<file path="src/hdl/glla_pkg.sv">
// Package for the Gaussian log-likelihood accumulator.
// Holds the item and result types, the fixed constants and the log table function.
// No dependencies.
package glla_pkg;

	// One input item.
	typedef struct packed {
		logic signed [31:0] observation;
		logic [31:0]        uncertainty;
		logic signed [31:0] prediction;
		logic [31:0]        model_variance;
		logic               last_item;
	} in_item_t;

	// One result item.
	typedef struct packed {
		logic signed [47:0] log_likelihood;
		logic [31:0]        item_count;
		logic               error_flag;
	} out_item_t;

	// Back-end sequencer states.
	typedef enum logic [2:0] {
		ST_IDLE,
		ST_DIV,
		ST_TBL,
		ST_MUL,
		ST_ACC
	} back_state_t;

	// ln(2) and 0.5*ln(2*pi) in Q32.
	localparam logic [63:0] LN2_Q32        = 64'd2977044472;
	localparam logic [63:0] HALF_LN2PI_Q32 = 64'd3946810947;

	// Saturation limits of the 48-bit sum.
	localparam logic signed [63:0] SUM_MAX = 64'sd140737488355327;
	localparam logic signed [63:0] SUM_MIN = -64'sd140737488355328;

	// Fractional log2 of (1 + idx / 2^tbits), fbits digits, by repeated squaring in Q30.
	// Only called with constant arguments to build a table.
	function automatic logic [31:0] rom_frac(input int idx, input int tbits, input int fbits);
		logic [63:0] m;
		logic [31:0] r;
		m = (64'd1 << 30) + (64'(idx) << (30 - tbits));
		r = '0;
		for (int k = 0; k < fbits; k++) begin
			m = (m * m) >> 30;
			r = r << 1;
			if (m >= (64'd1 << 31)) begin
				r = r | 32'd1;
				m = m >> 1;
			end
		end
		return r;
	endfunction

endpackage

</file>
<file path="src/hdl/glla_queue.sv">
// Two-entry queue between the front and back ends of the accumulator.
// Depends on glla_pkg.
module glla_queue import glla_pkg::*; #(
	parameter int W = 115
) (
	input  logic         clk,
	input  logic         arst_n,
	input  logic         wr_v,
	output logic         wr_rdy,
	input  logic [W-1:0] wr_data,
	output logic         rd_v,
	input  logic         rd_pop,
	output logic [W-1:0] rd_data
);

	logic [W-1:0] mem_q [2];
	logic         wp_q;
	logic         rp_q;
	logic [1:0]   cnt_q;
	logic         do_wr;
	logic         do_rd;

	assign wr_rdy  = (cnt_q != 2'd2);
	assign rd_v    = (cnt_q != 2'd0);
	assign do_wr   = wr_v && wr_rdy;
	assign do_rd   = rd_pop && rd_v;
	assign rd_data = mem_q[rp_q];

	// Pointers and fill count.
	always_ff @(posedge clk or negedge arst_n) begin
		if (!arst_n) begin
			wp_q  <= 1'b0;
			rp_q  <= 1'b0;
			cnt_q <= 2'd0;
		end else begin
			if (do_wr) begin
				wp_q <= !wp_q;
			end
			if (do_rd) begin
				rp_q <= !rp_q;
			end
			cnt_q <= cnt_q + 2'(do_wr) - 2'(do_rd);
		end
	end

	// Entry storage.
	always_ff @(posedge clk) begin
		if (do_wr) begin
			mem_q[wp_q] <= wr_data;
		end
	end

endmodule

</file>
<file path="config.mk">
export PLATFORM = sky130hd
export DESIGN_NAME = glla_queue
export DESIGN_NICKNAME = d
export VERILOG_FILES = /design/src/hdl/glla_pkg.sv /design/src/hdl/glla_queue.sv
export SDC_FILE = /design/constraint.sdc
export NUM_CORES = 1
export LEC_CHECK = 0
export BUFFER_PORTS_ARGS = -buffer_cell sky130_fd_sc_hd__buf_2
export CAP_MARGIN = 10
export CORE_AREA = 2 2 142 144
export DETAILED_ROUTE_END_ITERATION = 10
export DIE_AREA = 0 0 144 146
export PLACE_DENSITY_LB_ADDON = 0.08
export SLEW_MARGIN = 30
export SYNTH_ARGS = -nofsm -noshare
export SYNTH_HDL_FRONTEND = slang
export SYNTH_SLANG_ARGS = --single-unit
</file>
<file path="constraint.sdc">
create_clock -name clk -period 17.6 [get_ports clk]
set_input_delay 3.52 -clock clk [delete_from_list [all_inputs] [get_ports clk]]
set_output_delay 3.52 -clock clk [all_outputs]
set_load 0.005 [all_outputs]
</file>
# Word level (Yosys, flattened, before mapping)
# Memories as Yosys holds them, arrays and structs flattened.
# Index checks and enable logic that the tools add are counted.
[word_totals]
reg_bits = 4
latchBits = 0
ramBits = 230
rom_bits = 0
in_bits = 119
output_inout_bits = 117
elab_cells = 14
memories = 1
[op_classes]
addsub = 2
multipliers = 0
n_div = 0
order_cmp = 0
eq_ne = 1
shift = 0
mux = 2
bitwise = 0
reduce_logical = 5
[mem_list]
columns = ["name", "depth", "width", "rd", "rd_clocked_by_memory_dff", "wr", "line_no", "rtl"]
rows = [
  ["mem_q", 2, 115, 1, 0, 1, "glla_queue.sv:16", "logic [W-1:0] mem_q [2];"],
]
[op_table]
columns = ["cell", "n"]
rows = [
  ["adder 2 x 1 -> 2 bit", 1],
  ["logical AND 1 bit", 2],
  ["zero test 1 bit", 2],
  ["two-way mux 1 bit", 2],
  ["inequality test 2 bit, second input constant", 1],
  ["nonzero test 2 bit", 1],
  ["subtractor 2 x 1 -> 2 bit", 1],
]

# Longest topological paths before layout
[depth]
word_depth = 4
mapped_depth = 5

# Least setup slack after synthesis
# No wires, ideal clock.
[synth_timing]
path_kind = "input port to flip-flop"
startpoint = "in wr_v"
endpoint = "mem mem_q[0][0] (enable)"
arrival_ns = 8.376
t_required_ns = 17.010
slack_ns = 8.635
cell_stages = 2
n_path_buf = 0
cell_sequence = "nand2_1 -> nor2_1"
[synth_between]
elab_chain_cells = 3
[synth_rtl]
columns = ["element", "line_no", "rtl"]
rows = [
  ["start: declaration", "glla_queue.sv:8", "input logic wr_v,"],
  ["logical AND 1 bit", "glla_queue.sv:25", "assign do_wr = wr_v && wr_rdy;"],
  ["two-way mux 1 bit", "glla_queue.sv:48", "if (do_wr) begin"],
  ["two-way mux 1 bit (implied by the code)", "glla_queue.sv:49", "mem_q[wp_q] <= wr_data;"],
  ["end: declaration", "glla_queue.sv:16", ""],
]
# No other way between the ends.

# Final worst setup path
[layout_timing]
startpoint = "reg rp_q"
endpoint = "out rd_data[2]"
[layout_between]
elab_chain_cells = 1
[layout_rtl]
columns = ["element", "line_no", "rtl"]
rows = [
  ["start: declaration", "glla_queue.sv:18", "logic rp_q;"],
  ["start signal: assignment", "glla_queue.sv:40", "rp_q <= !rp_q;"],
  ["memory read (2 x 115 bit)", "n/a", ""],
  ["end: declaration", "glla_queue.sv:13", "output logic [W-1:0] rd_data"],
]
# No other way between the ends.

==> impl_summary.txt <==
----------------------------------------------------
[Floorplan]
  Core footprint ... 0.0193 sq mm
  Initial Util ... 44.9%
  Die Footprint ... 0.0210 sq mm
  Die outline width ... 144 um
  Die height ... 146 um
  Number of placement rows ... 51
  IO Pins ... 236

[Setup path]
  Length in cells of the worst reg-to-reg path ... 5
  Data arrival time at the worst-slack endpoint ... 2720 ps
  Cell Chain, Critical Path ... buf_6, mux2_2, buf_2
  Bufs and invs on worst path ... 2
  Class of the most critical setup path ... register to output pin
  Type of destination of the critical path ... output pin
  Largest fanout of any net on the critical path ... 59
  Critical Path Source ... rp_q
  Last element of the critical path ... rd_data[2]
  Required time worst endpoint ... 14080 ps
  Kind of launch point of the worst setup path ... register
  R2r setup slk ... 14570 ps
  Largest delay share family, worst path ... flip-flops
  R2r startpoint ... cnt_q[0]
  Biggest cell delay along the critical path ... 960 ps
  Number of logic stages on the critical path including buffering ... 3
  Worst-path cell with the longest stage delay ... dfrtp_4
  End of the worst register-to-register path ... mem_q[0][84]

[Power]
  Fraction of power spent switching nets ... 26.5%
  Leakage Power ... 4.17 nW
  IR drop worst, VDD ... 0.150 mV
  Clock group share of total power ... 27.3%
  Power Density ... 163 mW/mm^2
  Seq pwr share ... 46.2%
  P_int ... 1.30 mW
  Logic gate share of total power ... 26.5%
  Switching power total ... 0.469 mW

[STA]
  Count of final max-slew check failures ... 0
  Setup repair after global routing missed its margin ... no
  Setup violations, final ... 0
  Final worst-path cycle share ... 35.5%
  Least-Margin Pin Slew ... 921 ps
  Upper clock frequency limit ... 0.160 GHz
  Layout Skew ... 17.5 ps
  Total Neg Setup Slack ... 0 ps
  Worst Slack Setup Final ... 11360 ps
  Final number of hold-violating endpoints ... 0
  Tmin final ... 6240 ps
  Max transition margin ... 38.6%

[Final layout]
  Non-Filler Cell Area, Final ... 0.0109 sq mm
  Net count reported at finish ... 753
  Post-Layout Cell Count ... 915
  Register area ... 0.00701 sq mm
  Highest-count cells in the layout ignoring fill and taps ... buf_2, edfxtp_1, mux2_2, mux2_4, clkbuf_16
  Fraction of layout cells with a size suffix above 1 ... 60.2%
  Most common cell after layout, fill and taps aside ... buf_2
  Layout overhead on the synthesized area ... 25.5%
  Footprint of the multi-input gates ... 0.00158 sq mm
  FILL cells ... 1552

[Routing]
  DRC violation count after routing ... 0
  Number of vias after detailed routing ... 4299
  Post-Route WL ... 16300 um
  DR WL/cell ... 17.9 um
  1st-iter DRT viols ... 203
  Via density ... 4.70
  Number of routed nets with antenna violations ... 0
  Count of TritonRoute iterations in the first routing pass ... 4

[Global routing]
  Antenna violations before repair ... 2
  Maximum number of pins on one net before global-route repair ... 65
  Number of global-route vias before repair ... 4579
  Total track usage ... 15.0%
  Overall overflow remaining after global route ... 0
  First-pass GRT wire length ... 24200 um

[CTS]
  Resized cells post-CTS ... 0
  Total clock sinks ... 234
  Setup fix buffers added after clock tree synthesis ... 0
  H-Tree Depth ... 1
  Clock Pin Slew Worst Setup and Hold Paths ... 60 ps
  Clock tree from TritonCTS ... yes
  Post-CTS Hold Fix Bufs ... 0
  Clock latency on the worst-skew pair ... 500 ps
  Root Driver ... clkbuf_16
  Clock buffer count from CTS ... 25
  Clk buf depth ... 3

[Yosys]
  Number of enable-type register cells in the synthesized netlist ... 230
  Post-synth ARST share ... 1.71%
  Flop and latch count out of synthesis ... 234
  Number of instances in the synthesized netlist ... 380
  Fraction of the yosys area taken by sequential cells ... 80.8%
  Mean post-synth cell area ... 22.8 sq um
  Count of cell types in the netlist ... 19
  Number of warnings issued by yosys ... 0
  Synth Flop Type ... edfxtp_1
  Total nets after synthesis ... 500
  Cell area after synthesis ... 0.00868 sq mm

[Run]
  Number of max-capacitance violations reported ... 0

[Placement]
  DPL Wire Length ... 10600 um
  Port Buffer Count ... 235
  Post-Place Cell Area ... 0.0101 sq mm
  Setup WS pre-CTS ... 11410 ps
  GP Congestion ... 0.695
  Number of instances in the placed design ... 871

[Hold path]
  Class of the tightest hold or removal check ... register to register

[Status]
  Status ... complete, no violations

----------------------------------------------------
[metal layers]
| metal | vias up | track usage [%] | share of wire [%] |
|---|---|---|---|
| li1 | 2018 | - | - |
| met1 | 2100 | 17.9 | 40 |
| met2 | 155 | 25.9 | 50 |
| met3 | 24 | 4.80 | 8.4 |
| met4 | 2 | 4.26 | 1.8 |
| met5 | - | 0 | 0.043 |
[stage by stage]
step                hold WS (ps)  power (mW)  util [%]
global route                 606        1.86      56.3
floorplan                    460        1.13         -
CTS                          551        1.80      56.3
global placement             535        1.30      52.4
finish                       547        1.77      56.3
detailed placement           540        1.31      52.4
[power by group through the flow]
stage                     Combinational [mW]  Sequential [mW]  Clock, mW
final                                  0.468            0.819      0.483
after global routing                   0.509            0.834      0.521
after CTS                              0.482            0.822      0.498
after detailed placement               0.480            0.834          0
after global placement                 0.476            0.825          0
after floorplan                        0.321            0.813          0
[flip-flops by register name (all words and copies together), names as in the netlist]
signal and flops:
cnt_q 2, mem_q 230, rp_q 1, wp_q 1
[logic make-up after synthesis]
family | Yosys count | synth area share, %
buffers and inverters | 13 | 1.18
muxes | 115 | 16.7
and+or+nand+nor | 11 | 0.678
adders and majority gates | 1 | 0.144
DFF | 234 | 80.8
AOI/OAI and AO/OA | 3 | 0.274
xor gates and xnor gates | 3 | 0.303
[synth_stat cells, types with 2 or more instances]
cell type  count  area [sq um]
nand2_1        2          7.51
mux2_2        75           845
buf_2          7          35.0
edfxtp_1     230          6910
dfrtp_1        4           100
buf_6          6          67.6
xnor2_1        3          26.3
mux2_4        40           601
nor2_1         3          11.3
[final cells by class]
| class | count | share of cell area [%] |
|---|---|---|
| timing repair buffer | 239 | 11.1 |
| tap | 265 | 3.05 |
| antenna | 1 | 0.0230 |
| sequential | 234 | 64.4 |
| multi-input combinational | 133 | 14.5 |
| clock buffer | 31 | 5.95 |
| clock inverter | 12 | 0.977 |
[worst min path at each step]
| stage | start | end | slack (ps) | depth (start not counted) |
|---|---|---|---|---|
| final | wp_q | wp_q | 550 | 1 |
| after global routing | wp_q | wp_q | 610 | 1 |
| after CTS | wp_q | wp_q | 550 | 1 |
| after detailed placement | wp_q | wp_q | 540 | 1 |
| after global placement | wp_q | wp_q | 540 | 1 |
| after floorplan | wp_q | wp_q | 460 | 1 |
[worst register-to-register path: cells and delay by family (launching register included)]
| family | cells | cell delay [ps] |
|---|---|---|
| simple gates | 3 | 900 |
| flops | 1 | 430 |
| buf+inv | 2 | 1250 |
Note: power is estimated with default switching activity, not from simulation.
