==> config.mk <==
export PLATFORM = sky130hd
export DESIGN_NAME = glla_front
export DESIGN_NICKNAME = d
export VERILOG_FILES = /design/src/hdl/glla_pkg.sv /design/src/hdl/glla_front.sv
export SDC_FILE = /design/constraint.sdc
export NUM_CORES = 2
export LEC_CHECK = 0
export BUFFER_PORTS_ARGS = -buffer_cell sky130_fd_sc_hd__buf_2
export CAP_MARGIN = 20
export CORE_UTILIZATION = 35
export CTS_CLUSTER_SIZE = 10
export DETAILED_ROUTE_END_ITERATION = 12
export GPL_TIMING_DRIVEN = 0
export SLEW_MARGIN = 30
export SYNTH_ARGS = -nofsm -noshare
export SYNTH_HDL_FRONTEND = slang
export SYNTH_SLANG_ARGS = --single-unit
==> constraint.sdc <==
create_clock -name clk -period 10.72 [get_ports clk]
set_clock_uncertainty 0.1 [all_clocks]
set_input_delay 1.072 -clock clk [delete_from_list [all_inputs] [get_ports clk]]
set_output_delay 1.072 -clock clk [all_outputs]
set_load 0.03 [all_outputs]
==> src/hdl/glla_pkg.sv <==
// Package for the Gaussian log-likelihood accumulator.
// Holds the item and result types, the fixed constants and the log table function.
// No dependencies.
package glla_pkg;

	// One input item.
	typedef struct packed {
		logic signed [31:0] observation;
		logic [31:0]        uncertainty;
		logic signed [31:0] prediction;
		logic [31:0]        model_variance;
		logic               last_item;
	} in_item_t;

	// One result item.
	typedef struct packed {
		logic signed [47:0] log_likelihood;
		logic [31:0]        item_count;
		logic               error_flag;
	} out_item_t;

	// Back-end sequencer states.
	typedef enum logic [2:0] {
		ST_IDLE,
		ST_DIV,
		ST_TBL,
		ST_MUL,
		ST_ACC
	} back_state_t;

	// ln(2) and 0.5*ln(2*pi) in Q32.
	localparam logic [63:0] LN2_Q32        = 64'd2977044472;
	localparam logic [63:0] HALF_LN2PI_Q32 = 64'd3946810947;

	// Saturation limits of the 48-bit sum.
	localparam logic signed [63:0] SUM_MAX = 64'sd140737488355327;
	localparam logic signed [63:0] SUM_MIN = -64'sd140737488355328;

	// Fractional log2 of (1 + idx / 2^tbits), fbits digits, by repeated squaring in Q30.
	// Only called with constant arguments to build a table.
	function automatic logic [31:0] rom_frac(input int idx, input int tbits, input int fbits);
		logic [63:0] m;
		logic [31:0] r;
		m = (64'd1 << 30) + (64'(idx) << (30 - tbits));
		r = '0;
		for (int k = 0; k < fbits; k++) begin
			m = (m * m) >> 30;
			r = r << 1;
			if (m >= (64'd1 << 31)) begin
				r = r | 32'd1;
				m = m >> 1;
			end
		end
		return r;
	endfunction

endpackage

==> src/hdl/glla_front.sv <==
// Front end of the accumulator: accepts items and forms the total variance and squared residual.
// Depends on glla_pkg.
module glla_front import glla_pkg::*; #(
	parameter int FRAC_BITS = 16,
	parameter int VW = 65 - FRAC_BITS
) (
	input  logic           clk,
	input  logic           arst_n,
	input  logic           push,
	output logic           full,
	input  in_item_t       item,
	output logic           ent_v,
	input  logic           ent_rdy,
	output logic [VW-1:0]  ent_var,
	output logic [64:0]    ent_sq,
	output logic           ent_last
);

	in_item_t    item_s1;
	logic        v_s1;
	logic [63:0] usq_s2;
	logic [64:0] dsq_s2;
	logic [31:0] mvar_s2;
	logic        last_s2;
	logic        v_s2;
	logic        adv2;
	logic        accept;
	logic signed [32:0] diff;
	logic [32:0] adiff;

	// Stage flow control.
	assign adv2   = !v_s2 || ent_rdy;
	assign full   = v_s1 && !adv2;
	assign accept = push && !full;

	// Stage 1 holds the raw item.
	always_ff @(posedge clk or negedge arst_n) begin
		if (!arst_n) begin
			v_s1 <= 1'b0;
		end else if (accept) begin
			v_s1 <= 1'b1;
		end else if (adv2) begin
			v_s1 <= 1'b0;
		end
	end

	always_ff @(posedge clk) begin
		if (accept) begin
			item_s1 <= item;
		end
	end

	// Residual magnitude.
	always_comb begin
		diff  = 33'(item_s1.observation) - 33'(item_s1.prediction);
		adiff = diff[32] ? 33'(-diff) : 33'(diff);
	end

	// Stage 2 holds the two products, the model variance and the last flag.
	always_ff @(posedge clk or negedge arst_n) begin
		if (!arst_n) begin
			v_s2 <= 1'b0;
		end else if (adv2) begin
			v_s2 <= v_s1;
		end
	end

	always_ff @(posedge clk) begin
		if (adv2 && v_s1) begin
			usq_s2  <= 64'(item_s1.uncertainty) * 64'(item_s1.uncertainty);
			dsq_s2  <= 65'(adiff) * 65'(adiff);
			mvar_s2 <= item_s1.model_variance;
			last_s2 <= item_s1.last_item;
		end
	end

	// Total variance, squared residual and last flag toward the queue.
	assign ent_v    = v_s2;
	assign ent_var  = VW'(mvar_s2) + VW'(usq_s2 >> FRAC_BITS);
	assign ent_sq   = dsq_s2;
	assign ent_last = last_s2;

endmodule

Word level (Yosys, flattened, before mapping)
Index checks and enable logic that the tools add are counted.
W data, S select, Z words.
{"block": "word_totals", "output_inout_bits": 117, "register_bits": 293, "elab_cells": 27}
{"block": "classes", "n_reduce_logical": 8, "n_addsub": 3, "n_mul": 2, "n_mux": 3}
{"cell": "$mul A33 B33 Y65", "n": 1}
{"cell": "$mul A32 B32 Y64", "n": 1}
{"cell": "$add A32 B48 Y49", "n": 1}
{"cell": "$mux W33", "n": 1}
{"cell": "$neg A33 Y33", "n": 1}
{"cell": "$sub A32 B32 Y33", "n": 1}
{"cell": "$logic_and A1 B1 Y1", "n": 3}
{"cell": "$logic_not A1 Y1", "n": 3}
{"cell": "$mux W1", "n": 2}
{"cell": "$reduce_bool A2 Y1", "n": 1}
{"cell": "$logic_or A1 B1 Y1", "n": 1}

Depth between registers and ports, before layout
{"block": "logic_depth", "ltp_word": 7, "ltp_mapped": 43, "ltp_nobuf": 41}

Least setup slack after synthesis
No wires, ideal clock.
{"block": "synth_timing", "path_type": "reg-to-reg", "start": "register item_s1[33] (netlist bit)", "end": "register dsq_s2[62], in the netlist ent_sq[62], data pin", "path_stages_with_launch": 41, "period_less_slack_ns": 11.122, "setup_ns": 0.266, "path_slack_ns": -0.402, "required_time_ns": 10.354, "arrival_time_ns": 10.756, "cell_sequence": "edfxtp_1 -> ha_1 -> fa_1 -> nand2b_1 -> a211oi_1 -> o21ai_1 -> a21boi_0 -> o31a_1 -> o21ai_0 -> a21oi_1 -> clkbuf_1 -> nor2_1 -> xor2_1 -> clkinv_1 -> clkbuf_1 -> nand2_1 -> fa_1 -> fa_1 -> (+5 left out) -> fa_1 -> fa_1 -> fa_1 -> inv_1 -> fa_1 -> inv_1 -> ha_1 -> a21oi_1 -> o21ai_0 -> a21oi_1 -> nand4_1 -> o21ai_0 -> o41ai_1 -> a311oi_1 -> o21ai_0 -> a21boi_0 -> o41ai_1 -> xnor2_1"}
{"block": "synth_between", "elab_chain_cells": 4}
{"element": "start: declaration", "line": "glla_front.sv:19", "source": "in_item_t item_s1;"}
{"element": "start signal: assignment", "line": "glla_front.sv:49", "source": "item_s1 <= item;"}
{"element": "$sub A32 B32 Y33 *", "line": "glla_front.sv:55", "source": "diff = 33'(item_s1.observation) - 33'(item_s1.prediction);"}
{"element": "$neg A33 Y33", "line": "glla_front.sv:56", "source": "adiff = diff[32] ? 33'(-diff) : 33'(diff);"}
{"element": "$mux W33 *", "line": "glla_front.sv:56"}
{"element": "$mul A33 B33 Y65 *", "line": "glla_front.sv:71", "source": "dsq_s2 <= 65'(adiff) * 65'(adiff);"}
{"element": "end signal: assignment", "line": "glla_front.sv:71"}
{"element": "end: declaration", "line": "glla_front.sv:22", "source": "logic [64:0] dsq_s2;"}
Every way passes the cells marked *; elsewhere a longest branch is shown, timed or not.
A chain may end at the register's enable or synchronous reset.

Final worst setup path
{"block": "layout_timing", "start": "register item_s1[107] (netlist bit)", "end": "register dsq_s2[52], in the netlist ent_sq[52], data pin"}
The elaborated chain is that of the path after synthesis.

==> results.cfg <==
[status]
status = complete, but fails checks
violations = design-rule violations, negative setup slack

[placed_design]
place_congestion = 1.01
pre_cts_ws_ps = -3670
hpwl_mm = 193
dpl_cell_area_mm2 = 0.0759
portBuffers = 248

[setup_path]
cpMostUsedCell = fa_1
start_kind = flip-flop
path_class = reg2reg
cp.arrival_ps = 11690
crit_required_ps = 11060
crit_slowest_cell = fa_2
path_max_fanout = 7
cpPeakStageDelay_ps = 600
crit_path_end_kind = flip-flop

[clock_tree]
insertion_delay_ps = 690
root_buffer = clkbuf_16
clock_sink_count = 276
htreeDepth = 2
ctsHoldBuffers = 0
clkTransAtPathRegs_ps = 60
tritoncts = done
cts_buffer_depth = 3
cts_made_buffers = 43

[die]
core_area_mm2 = 0.200
rows = 164
ios = 250
dieArea_mm2 = 0.204
die_w_um = 451
die_h_um = 451
initial_core_util_pct = 35.3

[final_layout]
final_layout_size_suffix_gt1_share_pct = 13.6
final_nets = 10110
area_growth_pct = 15.8
final_area_mm2 = 0.0818

[sta]
hold_violations = 0
relSlewSlack_pct = 26.1
max_freq_mhz = 88.1
setup_slack_ps = -627
period_minus_slack_ps = 11350
finalCritPeriodShare_pct = 106
worst_pin_slew_ps = 1110
finalMaxSlewViolations = 0
setup_viol = 25
fin_hold_ws_ps = 118
rsz0062_at_grt = true

[routing]
vias = 51607
wl_mm = 236
antenna_left = 0
drt_iter0_markers = 3980
via_per_inst = 4.96
drc_errors = 14
routedWlPerCell_um = 22.7
firstDrtPassIters = 11

[synthesis]
synth-edff-count = 274
synth.largest_area_cell = fa_1
synthCells = 7187
synth.distinct_cells = 91
syn_avg_cell_area_um2 = 9.83
synth_seq_cells = 276
netlist.area_leader.share_pct = 47.3
async_flop_share_pct = 0.725
yosysWarnings = 0
synthFlopType = edfxtp_1
synth_top_cells_by_count = inv_1, fa_1, nand2_1
synth.cell_area_mm2 = 0.0706
synth.most_common_cell = inv_1
synth.area.top_cells = fa_1, edfxtp_1, inv_1, ha_1, nand2_1
seq_area_frac_synth_pct = 11.7

[worst_hold_path]
hold_path_class = in2async

[grt]
grt_pass1_wl_mm = 355
grt_antenna_before_repair = 14
grt_pass1_vias = 57258
gr-total-overflow = 0
grt_use_total_pct = 23.6
grt_max_degree = 45

[flow_run]
maxCapViolCount = 0
[flip-flops by register name, summed over array words and instances, names as in the netlist]
signal / count
ent_v: 1
ent_last: 1
v_s1: 1
ent_sq: 64
item_s1: 129
usq_s2: 48
mvar_s2: 32
[through the flow]
step,utilization [%],std cells,TNS [ps]
floorplan,-,7211,0
global placement,37.7,10115,-146370
global route,40.9,10397,-15520
detailed placement,37.9,10130,-113490
CTS,40.4,10354,-5030
finish,40.9,10399,-9430
[placed cells by master (no fill, tap or decap), drive strengths merged, types with 17 or more instances in the layout]
cell    synthesis  routed
a31oi          17      17
a211oi         18      18
fa           1669    1669
xor2           72      72
edfxtp        274     274
o21bai         26      26
a21oi         167     167
clkbuf        195     217
ha            599     599
and3           17      17
nor3           29      29
nand3          27      27
a21o          107     107
o21ai          85      85
conb            2      26
nor2          443     443
nand2b         32      32
nand4          31      31
nor2b          32      32
xnor2         145     145
inv          2121    2122
and2          207     207
o21a           28      28
clkinv          6      18
nand2         613     613
buf            25     504
[what timing repair did]
| action | 4_1_cts | 5_1_grt |
|---|---|---|
| pin swaps | 125 | 85 |
| resized for setup | 566 | 185 |
| hold endpoints to repair | 0 | 0 |
| cloned | 0 | 0 |
| endpoints found under the setup margin | 54 | 43 |
| setup buffers | 162 | 44 |
[metal layers]
metal	track usage, %	part of all wire, %
met1	28.8	38
met3	5.21	8.6
met4	13.4	7.1
met2	38.5	46
met5	0	0.028
[area by class of cell]
cell class | instances | area [µm²]
diodes | 4 | 10.0
plain buffers | 208 | 1640
clock buffers | 50 | 1130
clock inverters | 25 | 287
fillers | 19505 | 118000
inverters | 2127 | 8040
multi-input cells | 4588 | 55900
flip-flops and latches | 276 | 8280
well taps | 2656 | 3320
repair buffers | 465 | 3200
[worst paths after layout]
kind / slack [ps] / cells after the start / start / to
min in group clk: 310 / 0 / item_s1[20]$_DFFE_PP_ / mvar_s2[19]$_DFFE_PP_
hold / removal: 120 / 1 / arst_n / ent_v$_DFFE_PN0N_
setup reg to reg: -630 / 43 / item_s1[107]$_DFFE_PP_ / ent_sq[52]$_DFFE_PP_
max in group asynchronous: 10310 / 1 / arst_n / v_s1$_DFFE_PN0P_
setup / recovery: -630 / 43 / item_s1[107]$_DFFE_PP_ / ent_sq[52]$_DFFE_PP_
hold reg to reg: 310 / 0 / item_s1[20]$_DFFE_PP_ / mvar_s2[19]$_DFFE_PP_
[logic make-up (layout without fill, tap and decap cells)]
family / Yosys count / in the layout / synth area share (%)
muxes: 7 / 7 / 0.105
buffers and inverters: 2347 / 2875 / 12.5
other: 2 / 30 / 0.0106
and+or+nand+nor: 1498 / 1498 / 9.57
xor gates and xnor gates: 217 / 217 / 2.73
AOI/OAI and AO/OA: 572 / 572 / 5.41
adders and majority gates: 2268 / 2268 / 57.9
DFF: 276 / 276 / 11.7
[critical path, delay by kind of cell, from the launching register on]
kind            cells  cell delay [ps]
fa+ha+maj          10             4730
compound gates     10             1790
buf+inv            12             1440
xor+xnor            2              440
flops               1              480
simple gates        9             2070
Power is not shown: default switching activity piles up to over one toggle a cycle in this logic, so the estimate is an artifact.
