<file path="src/hdl/glla_pkg.sv">
// Package for the Gaussian log-likelihood accumulator.
// Holds the item and result types, the fixed constants and the log table function.
// No dependencies.
package glla_pkg;

	// One input item.
	typedef struct packed {
		logic signed [31:0] observation;
		logic [31:0]        uncertainty;
		logic signed [31:0] prediction;
		logic [31:0]        model_variance;
		logic               last_item;
	} in_item_t;

	// One result item.
	typedef struct packed {
		logic signed [47:0] log_likelihood;
		logic [31:0]        item_count;
		logic               error_flag;
	} out_item_t;

	// Back-end sequencer states.
	typedef enum logic [2:0] {
		ST_IDLE,
		ST_DIV,
		ST_TBL,
		ST_MUL,
		ST_ACC
	} back_state_t;

	// ln(2) and 0.5*ln(2*pi) in Q32.
	localparam logic [63:0] LN2_Q32        = 64'd2977044472;
	localparam logic [63:0] HALF_LN2PI_Q32 = 64'd3946810947;

	// Saturation limits of the 48-bit sum.
	localparam logic signed [63:0] SUM_MAX = 64'sd140737488355327;
	localparam logic signed [63:0] SUM_MIN = -64'sd140737488355328;

	// Fractional log2 of (1 + idx / 2^tbits), fbits digits, by repeated squaring in Q30.
	// Only called with constant arguments to build a table.
	function automatic logic [31:0] rom_frac(input int idx, input int tbits, input int fbits);
		logic [63:0] m;
		logic [31:0] r;
		m = (64'd1 << 30) + (64'(idx) << (30 - tbits));
		r = '0;
		for (int k = 0; k < fbits; k++) begin
			m = (m * m) >> 30;
			r = r << 1;
			if (m >= (64'd1 << 31)) begin
				r = r | 32'd1;
				m = m >> 1;
			end
		end
		return r;
	endfunction

endpackage

</file>
<file path="src/hdl/glla_back.sv">
// Back end of the accumulator: serial divider, log table, multiply and saturating sum.
// Depends on glla_pkg.
module glla_back import glla_pkg::*; #(
	parameter int FRAC_BITS = 16,
	parameter int LOG_TABLE_BITS = 8,
	parameter int VW = 65 - FRAC_BITS
) (
	input  logic          clk,
	input  logic          arst_n,
	input  logic          q_v,
	output logic          q_pop,
	input  logic [VW-1:0] q_var,
	input  logic [64:0]   q_sq,
	input  logic          q_last,
	output logic          empty,
	input  logic          pop,
	output out_item_t     result
);

	localparam int DW   = 65;
	localparam int CW   = $clog2(DW);
	localparam int MW   = $clog2(VW);
	localparam int TS   = 1 << LOG_TABLE_BITS;
	localparam int LW   = 8 + FRAC_BITS;
	localparam int PW   = LW + FRAC_BITS + 2;
	localparam logic [63:0] LN2F  = (LN2_Q32 + (64'd1 << (31 - FRAC_BITS))) >> (32 - FRAC_BITS);
	localparam logic [63:0] HALFC =
		(HALF_LN2PI_Q32 + (64'd1 << (31 - FRAC_BITS))) >> (32 - FRAC_BITS);
	localparam logic [50:0] HQ_MAX = 51'd1 << 50;

	back_state_t state_q, state_nx;

	logic [FRAC_BITS-1:0] log_rom [TS];
	logic [VW-1:0]    var_q;
	logic [VW-1:0]    rem_q;
	logic [DW-1:0]    dq_q;
	logic [CW-1:0]    cnt_q;
	logic [VW-1:0]    norm_q;
	logic [MW-1:0]    msb_q;
	logic             last_q;
	logic             zv_q;
	logic signed [LW-1:0] l2_q;
	logic [50:0]      hq_q;
	logic signed [PW-1:0] prod_q;
	logic signed [47:0] sum_q;
	logic [31:0]      count_q;
	logic             err_q;
	out_item_t        out_q;
	logic             out_v_q;

	logic [VW:0]      trial;
	logic             ge;
	logic [DW-2:0]    qhalf;
	logic [LOG_TABLE_BITS-1:0] idx;
	logic signed [7:0] msbmf;
	logic signed [63:0] halfln;
	logic signed [63:0] sum_w;
	logic signed [47:0] sum_sat;
	logic             sat;
	logic [31:0]      count_inc;
	logic             acc_go;
	logic             load;

	// Constant log table.
	for (genvar g = 0; g < TS; g++) begin : g_rom
		assign log_rom[g] = FRAC_BITS'(rom_frac(g, LOG_TABLE_BITS, FRAC_BITS));
	end

	// Next state.
	always_comb begin
		state_nx = state_q;
		unique case (state_q)
			ST_IDLE: begin
				if (q_v) begin
					state_nx = (q_var == '0) ? ST_ACC : ST_DIV;
				end
			end
			ST_DIV: begin
				if (cnt_q == '0) begin
					state_nx = ST_TBL;
				end
			end
			ST_TBL:  state_nx = ST_MUL;
			ST_MUL:  state_nx = ST_ACC;
			ST_ACC: begin
				if (acc_go) begin
					state_nx = ST_IDLE;
				end
			end
			default: state_nx = ST_IDLE;
		endcase
	end

	// Sequencer outputs.
	always_comb begin
		load  = 1'b0;
		q_pop = 1'b0;
		unique case (state_q)
			ST_IDLE: begin
				load  = q_v;
				q_pop = q_v;
			end
			default: begin
				load  = 1'b0;
				q_pop = 1'b0;
			end
		endcase
	end

	always_ff @(posedge clk or negedge arst_n) begin
		if (!arst_n) begin
			state_q <= ST_IDLE;
		end else begin
			state_q <= state_nx;
		end
	end

	// One quotient bit per cycle, with the leading-one search alongside.
	assign trial = {rem_q, dq_q[DW-1]};
	assign ge    = (trial >= {1'b0, var_q});

	always_ff @(posedge clk) begin
		if (load) begin
			var_q  <= q_var;
			rem_q  <= '0;
			dq_q   <= q_sq;
			cnt_q  <= CW'(DW - 1);
			norm_q <= q_var;
			msb_q  <= MW'(VW - 1);
			last_q <= q_last;
			zv_q   <= (q_var == '0);
		end else if (state_q == ST_DIV) begin
			rem_q <= ge ? VW'(trial - {1'b0, var_q}) : VW'(trial);
			dq_q  <= {dq_q[DW-2:0], ge};
			cnt_q <= cnt_q - CW'(1);
			if (!norm_q[VW-1]) begin
				norm_q <= norm_q << 1;
				msb_q  <= msb_q - MW'(1);
			end
		end
	end

	// Table lookup, clamped half quotient and the product with ln(2).
	assign idx   = norm_q[VW-2 -: LOG_TABLE_BITS];
	assign msbmf = 8'(msb_q) - 8'(FRAC_BITS);
	assign qhalf = dq_q[DW-1:1];

	always_ff @(posedge clk) begin
		if (state_q == ST_TBL) begin
			l2_q <= {msbmf, log_rom[idx]};
			hq_q <= (qhalf > (DW-1)'(HQ_MAX)) ? HQ_MAX : 51'(qhalf);
		end
		if (state_q == ST_MUL) begin
			prod_q <= PW'(l2_q) * signed'(PW'(LN2F));
		end
	end

	// Term and saturating sum.
	always_comb begin
		halfln  = 64'(prod_q >>> (FRAC_BITS + 1));
		sum_w   = 64'(sum_q) - signed'(HALFC) - halfln - signed'(64'(hq_q));
		sat     = 1'b0;
		sum_sat = 48'(sum_w);
		if (zv_q) begin
			sat     = 1'b1;
			sum_sat = 48'(SUM_MIN);
		end else if (sum_w > SUM_MAX) begin
			sat     = 1'b1;
			sum_sat = 48'(SUM_MAX);
		end else if (sum_w < SUM_MIN) begin
			sat     = 1'b1;
			sum_sat = 48'(SUM_MIN);
		end
		count_inc = (count_q == '1) ? count_q : count_q + 32'd1;
		acc_go    = (state_q == ST_ACC) && (!last_q || !out_v_q || pop);
	end

	// Running state and result register.
	always_ff @(posedge clk or negedge arst_n) begin
		if (!arst_n) begin
			sum_q   <= '0;
			count_q <= '0;
			err_q   <= 1'b0;
			out_v_q <= 1'b0;
		end else begin
			if (pop && out_v_q) begin
				out_v_q <= 1'b0;
			end
			if (acc_go) begin
				if (last_q) begin
					out_v_q <= 1'b1;
					sum_q   <= '0;
					count_q <= '0;
					err_q   <= 1'b0;
				end else begin
					sum_q   <= sum_sat;
					count_q <= count_inc;
					err_q   <= err_q || sat;
				end
			end
		end
	end

	always_ff @(posedge clk) begin
		if (acc_go && last_q) begin
			out_q.log_likelihood <= sum_sat;
			out_q.item_count     <= count_inc;
			out_q.error_flag     <= err_q || sat;
		end
	end

	assign empty  = !out_v_q;
	assign result = out_q;

	// The divider always hands over to the table step after its last bit.
	a_div_end: assert property (@(posedge clk) disable iff (!arst_n)
		(state_q == ST_DIV && cnt_q == '0) |=> (state_q == ST_TBL))
		else $error("divider did not hand over to table step");

	// A waiting result is neither lost nor changed.
	a_out_hold: assert property (@(posedge clk) disable iff (!arst_n)
		(out_v_q && !pop) |=> (out_v_q && $stable(out_q)))
		else $error("waiting result changed");

	// The queue is only drained between items.
	a_pop_idle: assert property (@(posedge clk) disable iff (!arst_n)
		q_pop |-> (state_q == ST_IDLE))
		else $error("queue read while busy");

endmodule
</file>
<file path="config.mk">
export PLATFORM = sky130hd
export DESIGN_NAME = glla_back
export DESIGN_NICKNAME = d
export VERILOG_FILES = /design/src/hdl/glla_pkg.sv /design/src/hdl/glla_back.sv
export SDC_FILE = /design/constraint.sdc
export NUM_CORES = 2
export LEC_CHECK = 0
export ABC_CLOCK_PERIOD_IN_PS = 14900
export BUFFER_PORTS_ARGS = -buffer_cell sky130_fd_sc_hd__buf_2
export CORE_ASPECT_RATIO = 1.25
export CORE_MARGIN = 2
export CORE_UTILIZATION = 23
export CTS_BUF_LIST = sky130_fd_sc_hd__clkbuf_4
export DETAILED_ROUTE_END_ITERATION = 12
export GPL_TIMING_DRIVEN = 0
export PLACE_DENSITY = 0.45
export SLEW_MARGIN = 10
export SYNTH_ARGS = -nofsm -noshare
export SYNTH_HDL_FRONTEND = slang
export SYNTH_SLANG_ARGS = --single-unit
export TNS_END_PERCENT = 50
</file>
<file path="constraint.sdc">
create_clock -name clk -period 14.9 [get_ports clk]
set_clock_uncertainty 0.05 [all_clocks]
set_input_delay 1.49 -clock clk [delete_from_list [all_inputs] [get_ports clk]]
set_output_delay 1.49 -clock clk [all_outputs]
set_load 0.02 [all_outputs]
</file>
# ---- After elaboration in Yosys (flattened, before gate mapping)
# Memory sizes are Yosys's and may differ from the RTL's. A register that Yosys moved wholly into a read port is not among the register bits.
# Index checks and enable logic that the tools add are counted.
dict set report totals {
  out_inout_bits 83
  ff_bits 506
  in_bits 119
  rom_bits 4096
  word_cells 88
  memories 1
}
dict set report classes {
  n_eq_ne 9
  mux 27
  bitwise 2
  add_sub_neg 8
  n_lt_le_gt_ge 5
  mul 1
  n_reduce_logical 15
}
# memory words word_bits rd rd_clocked_by_memory_dff write_ports line
set mem_list {}
lappend mem_list {{(name not given)} 256 16 1 1 0 glla_back.sv:150} ;# l2_q <= {msbmf, log_rom[idx]};
# cell n
set op_table {}
lappend op_table {{$mux 49} 4}
lappend op_table {{$mux 48} 4}
lappend op_table {{$mux 65} 2}
lappend op_table {{$gt 64x51->1 const B} 1}
lappend op_table {{$mux 32} 2}
lappend op_table {{$gt 53x48->1 const B} 1}
lappend op_table {{$lt 53x48->1 const B} 1}
lappend op_table {{$sub 50x52->53} 1}
lappend op_table {{$ge 50x49->1} 1}
lappend op_table {{$sub 49x23->50} 1}
lappend op_table {{$logic_not 49->1} 1}
lappend op_table {{$sub 48x17->49 const B} 1}
lappend op_table {{$sub 49x49->49} 1}
lappend op_table {{$mul 23x16->39 const B} 1}
lappend op_table {{$add 32x1->32 const B} 1}
lappend op_table {{$eq 32x32->1 const B} 1}
lappend op_table {{$mux 16} 2}
lappend op_table {{$pmux 3 s5} 1}
lappend op_table {{$mux 3} 4}
lappend op_table {{$ge 9x9->1 const B} 1}
lappend op_table {{$not 8->9} 1}
lappend op_table {{$mux 1} 8}
lappend op_table {{$ne 2x2->1 const B} 4}
lappend op_table {{$logic_not 7->1} 1}
lappend op_table {{14 further kinds} 21}

# ---- Depth between registers and ports, before layout
dict set report logic_depth {
  word_depth 9
  ltp_mapped 22
  ltp_nobuf 22
}

# ---- Least setup slack after synthesis
# OpenSTA, ideal clock, no wires.
dict set report synth_path {
  kind {reg2reg}
  startpoint {register l2_q[9]}
  endpoint {register, netlist name prod_q[39]}
  path_slack_ps 8971
  required_ps 14592
  setup_ps 258
  path_buffers 0
  t_arrival_ps 5622
  stages_incl_launch_ff 21
  period_less_slack_ps 5929
  path_cell_list {edfxtp_1 > ha_1 > inv_1 > fa_1 > inv_1 > fa_1 > fa_1 > fa_1 > fa_1 > ha_1 > a211oi_1 > nand2_1 > a221oi_1 > o221a_2 > o21ai_0 > a211o_1 > nand2_1 > o32ai_1 > a221oi_1 > o21bai_1 > xnor2_1}
}
dict set report synth_via {
  elab_chain_cells 1
}
# element line
set synth_rtl {}
lappend synth_rtl {{start, declared} glla_back.sv:42} ;# logic signed [LW-1:0] l2_q;
lappend synth_rtl {{$mul 23x16->39} glla_back.sv:154} ;# prod_q <= PW'(l2_q) * signed'(PW'(LN2F));
# Every way passes these cells.
# A chain may end at the register's enable or synchronous reset.

# ---- Worst setup path in the final report
dict set report layout_path {
  startpoint {register l2_q[16]}
  endpoint {register prod_q[37], data pin}
}
dict set report layout_via {
  elab_chain_cells 1
}
# element line
set layout_rtl {}
lappend layout_rtl {{start signal, assigned} glla_back.sv:150}
lappend layout_rtl {{$mul 23x16->39} glla_back.sv:154}
lappend layout_rtl {{end signal, assigned} glla_back.sv:154}
lappend layout_rtl {{end, declared} glla_back.sv:44} ;# logic signed [PW-1:0] prod_q;
# Every way passes these cells.

==> results.cfg <==
[clock_network]
cts.sinks = 490
post-cts-setup-buffers = 0
worstSkewPairLatency_ps = 1050
cts_resized = 0
clockRootBuffer = clkbuf_4
htreeDepth = 4
cts_inserted_buffers = 150
ctsHoldBuffers = 0
cts_buffer_depth = 3
tritoncts = built
clkSlewWorstSetupHoldPaths_ps = 70

[sta]
fin_setup_tns_ps = 0
grt_setup_unrepaired = false
fmax_ghz = 0.1474
finalCriticalPeriod_ps = 6784
hold_violations = 0
maxSlewViolCount = 0
fin_crit_sh = 0.4553
worstMarginPinSlew_ps = 1316
slew_headroom = 0.1206
layout_setup_ws_ps = 8116
finalSetupViolations = 0

[critical_path]
arrival_ps = 7560
critPathKind = reg -> reg
cpMaxStageDelayCell = edfxtp_1
path_max_fanout = 6
endpoint_kind = flip-flop
path_cells = ha_1 -> inv_1 -> fa_1 -> inv_1 -> fa_1 -> fa_1 -> fa_1 -> fa_1 -> ha_1 -> nand4_1 -> a21o_1 -> a21o_1 -> o21ai_0 -> a211o_1 -> nand2_1 -> o32ai_1 -> o22ai_1 -> o21bai_1 -> xor2_1
critical-path-top-delay-family = adder cells
cpMostUsedCell = fa_1
cp.required_ps = 15670
slowest_delay_ps = 590
cp_num_buf_inv = 2
crit_path_start_kind = flip-flop

[yosys]
synth_fp_nets = 4742
synth_top_family_by_area = adder cells
synth-edff-count = 343
yosysSeqAreaShare = 0.3595
synth_top_area_share = 0.2709
synth_compound_area_frac = 0.1566
synth_top_flop_cell = edfxtp_1
ys_types = 89
yosysTopAreaCell = edfxtp_1
synthMuxAreaShare = 0.01533
synthSimpleGateAreaFrac = 0.1532
ys_top_cells_by_area = edfxtp_1 (27%), ha_1 (11%), fa_1 (10%), nand2_1 (5.8%), dfrtp_1 (5.6%)
synth_xor_area_frac = 0.03570
syn_area_per_cell_um2 = 9.272
syn_area_um2 = 38020
ys.warnings.count = 0
ys_seq_elements = 490
post_synth_inst_count = 4101
synth_fa_ha_area_frac = 0.2093
synthArstFlopShare = 0.1735

[route]
postRouteAntennaNets = 0
via_per_inst = 4.786
first_pass_iters = 6
vias = 32460
first_iter_violations = 2437
wire_per_inst_um = 22.56
drc_errors = 0
wl_mm = 153.0

[floorplan]
die_x_um = 367.7
core-area_um2 = 163900
die_area_um2 = 168600
dieHeight_um = 458.6
io_pins = 202
fp-row-count = 166
start_util = 0.2320

[finish]
final_util = 0.2692
syn2layout_area_growth_pct = 16.02
final_cell_area_um2 = 44110
final_common_cell = nand2_1
nets = 5107
drive_gt1_frac = 0.1187
mostFrequentLayoutCells = nand2_1 (591), inv_1 (488), edfxtp_1 (343), ha_1 (332), a21oi_1 (246)

[place]
placed_area_um2 = 42060
finalWeightedCongestion = 0.9518
place_ws_ps = 8039
portBuffers = 201
dp_hpwl_mm = 119.0

[global_routing]
track_usage = 0.1788
globalRouteOverflowTotal = 0
grt_pass1_wl_mm = 223.7
grt_max_degree = 70
antenna_found_initial = 13
grt_pass1_vias = 33370

[run_status]
outcome = complete, no violations

[hold_path]
hp-class = in -> async

[job]
drv_cap = 0
metal layers:
layer / global-route usage / up-vias / wire length, um
met4: 0.08966 / 14 / 7901
met2: 0.2968 / 1155 / 71350
met1: 0.2199 / 15840 / 64490
met3: 0.03536 / 369 / 9190
li1: - / 15080 / -
met5: 0 / - / 94
sequential cells by signal, indices dropped and copies added (netlist names):
register and count:
msb_q 6, result 81, err_q 1, count_q 32
zv_q 1, prod_q 23, l2_q 23, last_q 1
var_q 49, state_q 3, hq_q 51, rem_q 49
cnt_q 7, out_v_q 1, sum_q 48, dq_q 65
norm_q 49
metrics by stage:
stage	std cells	hold WS [ps]
after floorplan	4101	383.3
final	6783	231.7
after global placement	6486	404.5
after detailed placement	6498	411.3
after CTS	6774	102.5
after global routing	6775	147.9
path summary, 6_finish.rpt:
| check | startpoint | cells past startpoint | slack [ps] | end |
|---|---|---|---|---|
| setup / recovery | l2_q[16] | 19 | 8120 | prod_q[37] |
| hold / removal | arst_n | 1 | 230 | sum_q[30] |
| setup reg to reg | l2_q[16] | 19 | 8120 | prod_q[37] |
| hold reg to reg | rem_q[8] | 2 | 420 | rem_q[8] |
| max in group asynchronous | arst_n | 2 | 13820 | count_q[25] |
| min in group clk | rem_q[8] | 2 | 420 | rem_q[8] |
logic make-up (layout without fill, tap and decap cells):
family / count (synthesis) / in the layout
multiplexers: 43 / 43
AO/OA/AOI/OAI: 924 / 924
buffers and inverters: 702 / 1191
flip-flops: 490 / 490
AND/OR/NAND/NOR: 1265 / 1265
adder cells (fa/ha/maj): 522 / 522
other: 0 / 9
XOR/XNOR: 155 / 155
layout make-up:
cell class,count,area [um^2]
clock buffers,221,1659
clock inverters,55,370.4
multi-input cells,2909,21710
inverters,492,1852
fillers,17670,119800
diodes,9,22.52
repair buffers,213,1260
well taps,2184,2733
flip-flops and latches,490,13670
plain buffers,210,839.6
Yosys cell counts, types with 21 or more instances:
| cell | instances |
|---|---|
| nor2_1 | 234 |
| nand3_1 | 67 |
| nand2_1 | 591 |
| xor2_1 | 61 |
| a21o_1 | 66 |
| buf_1 | 25 |
| and2_1 | 97 |
| inv_1 | 490 |
| mux2i_1 | 29 |
| nor3_1 | 54 |
| nand4_1 | 41 |
| dfxtp_1 | 62 |
| a211oi_1 | 46 |
| o22ai_1 | 33 |
| clkbuf_1 | 163 |
| a31oi_1 | 36 |
| a22o_1 | 33 |
| o31ai_1 | 23 |
| nand3b_1 | 43 |
| a21oi_1 | 246 |
| dfrtp_1 | 85 |
| o211ai_1 | 26 |
| edfxtp_1 | 343 |
| and3_1 | 21 |
| nor4_1 | 34 |
| fa_1 | 190 |
| ha_1 | 332 |
| xnor2_1 | 94 |
| o21ai_0 | 236 |
Power is not shown: default switching activity piles up to over one toggle a cycle in this logic, so the estimate is an artifact.
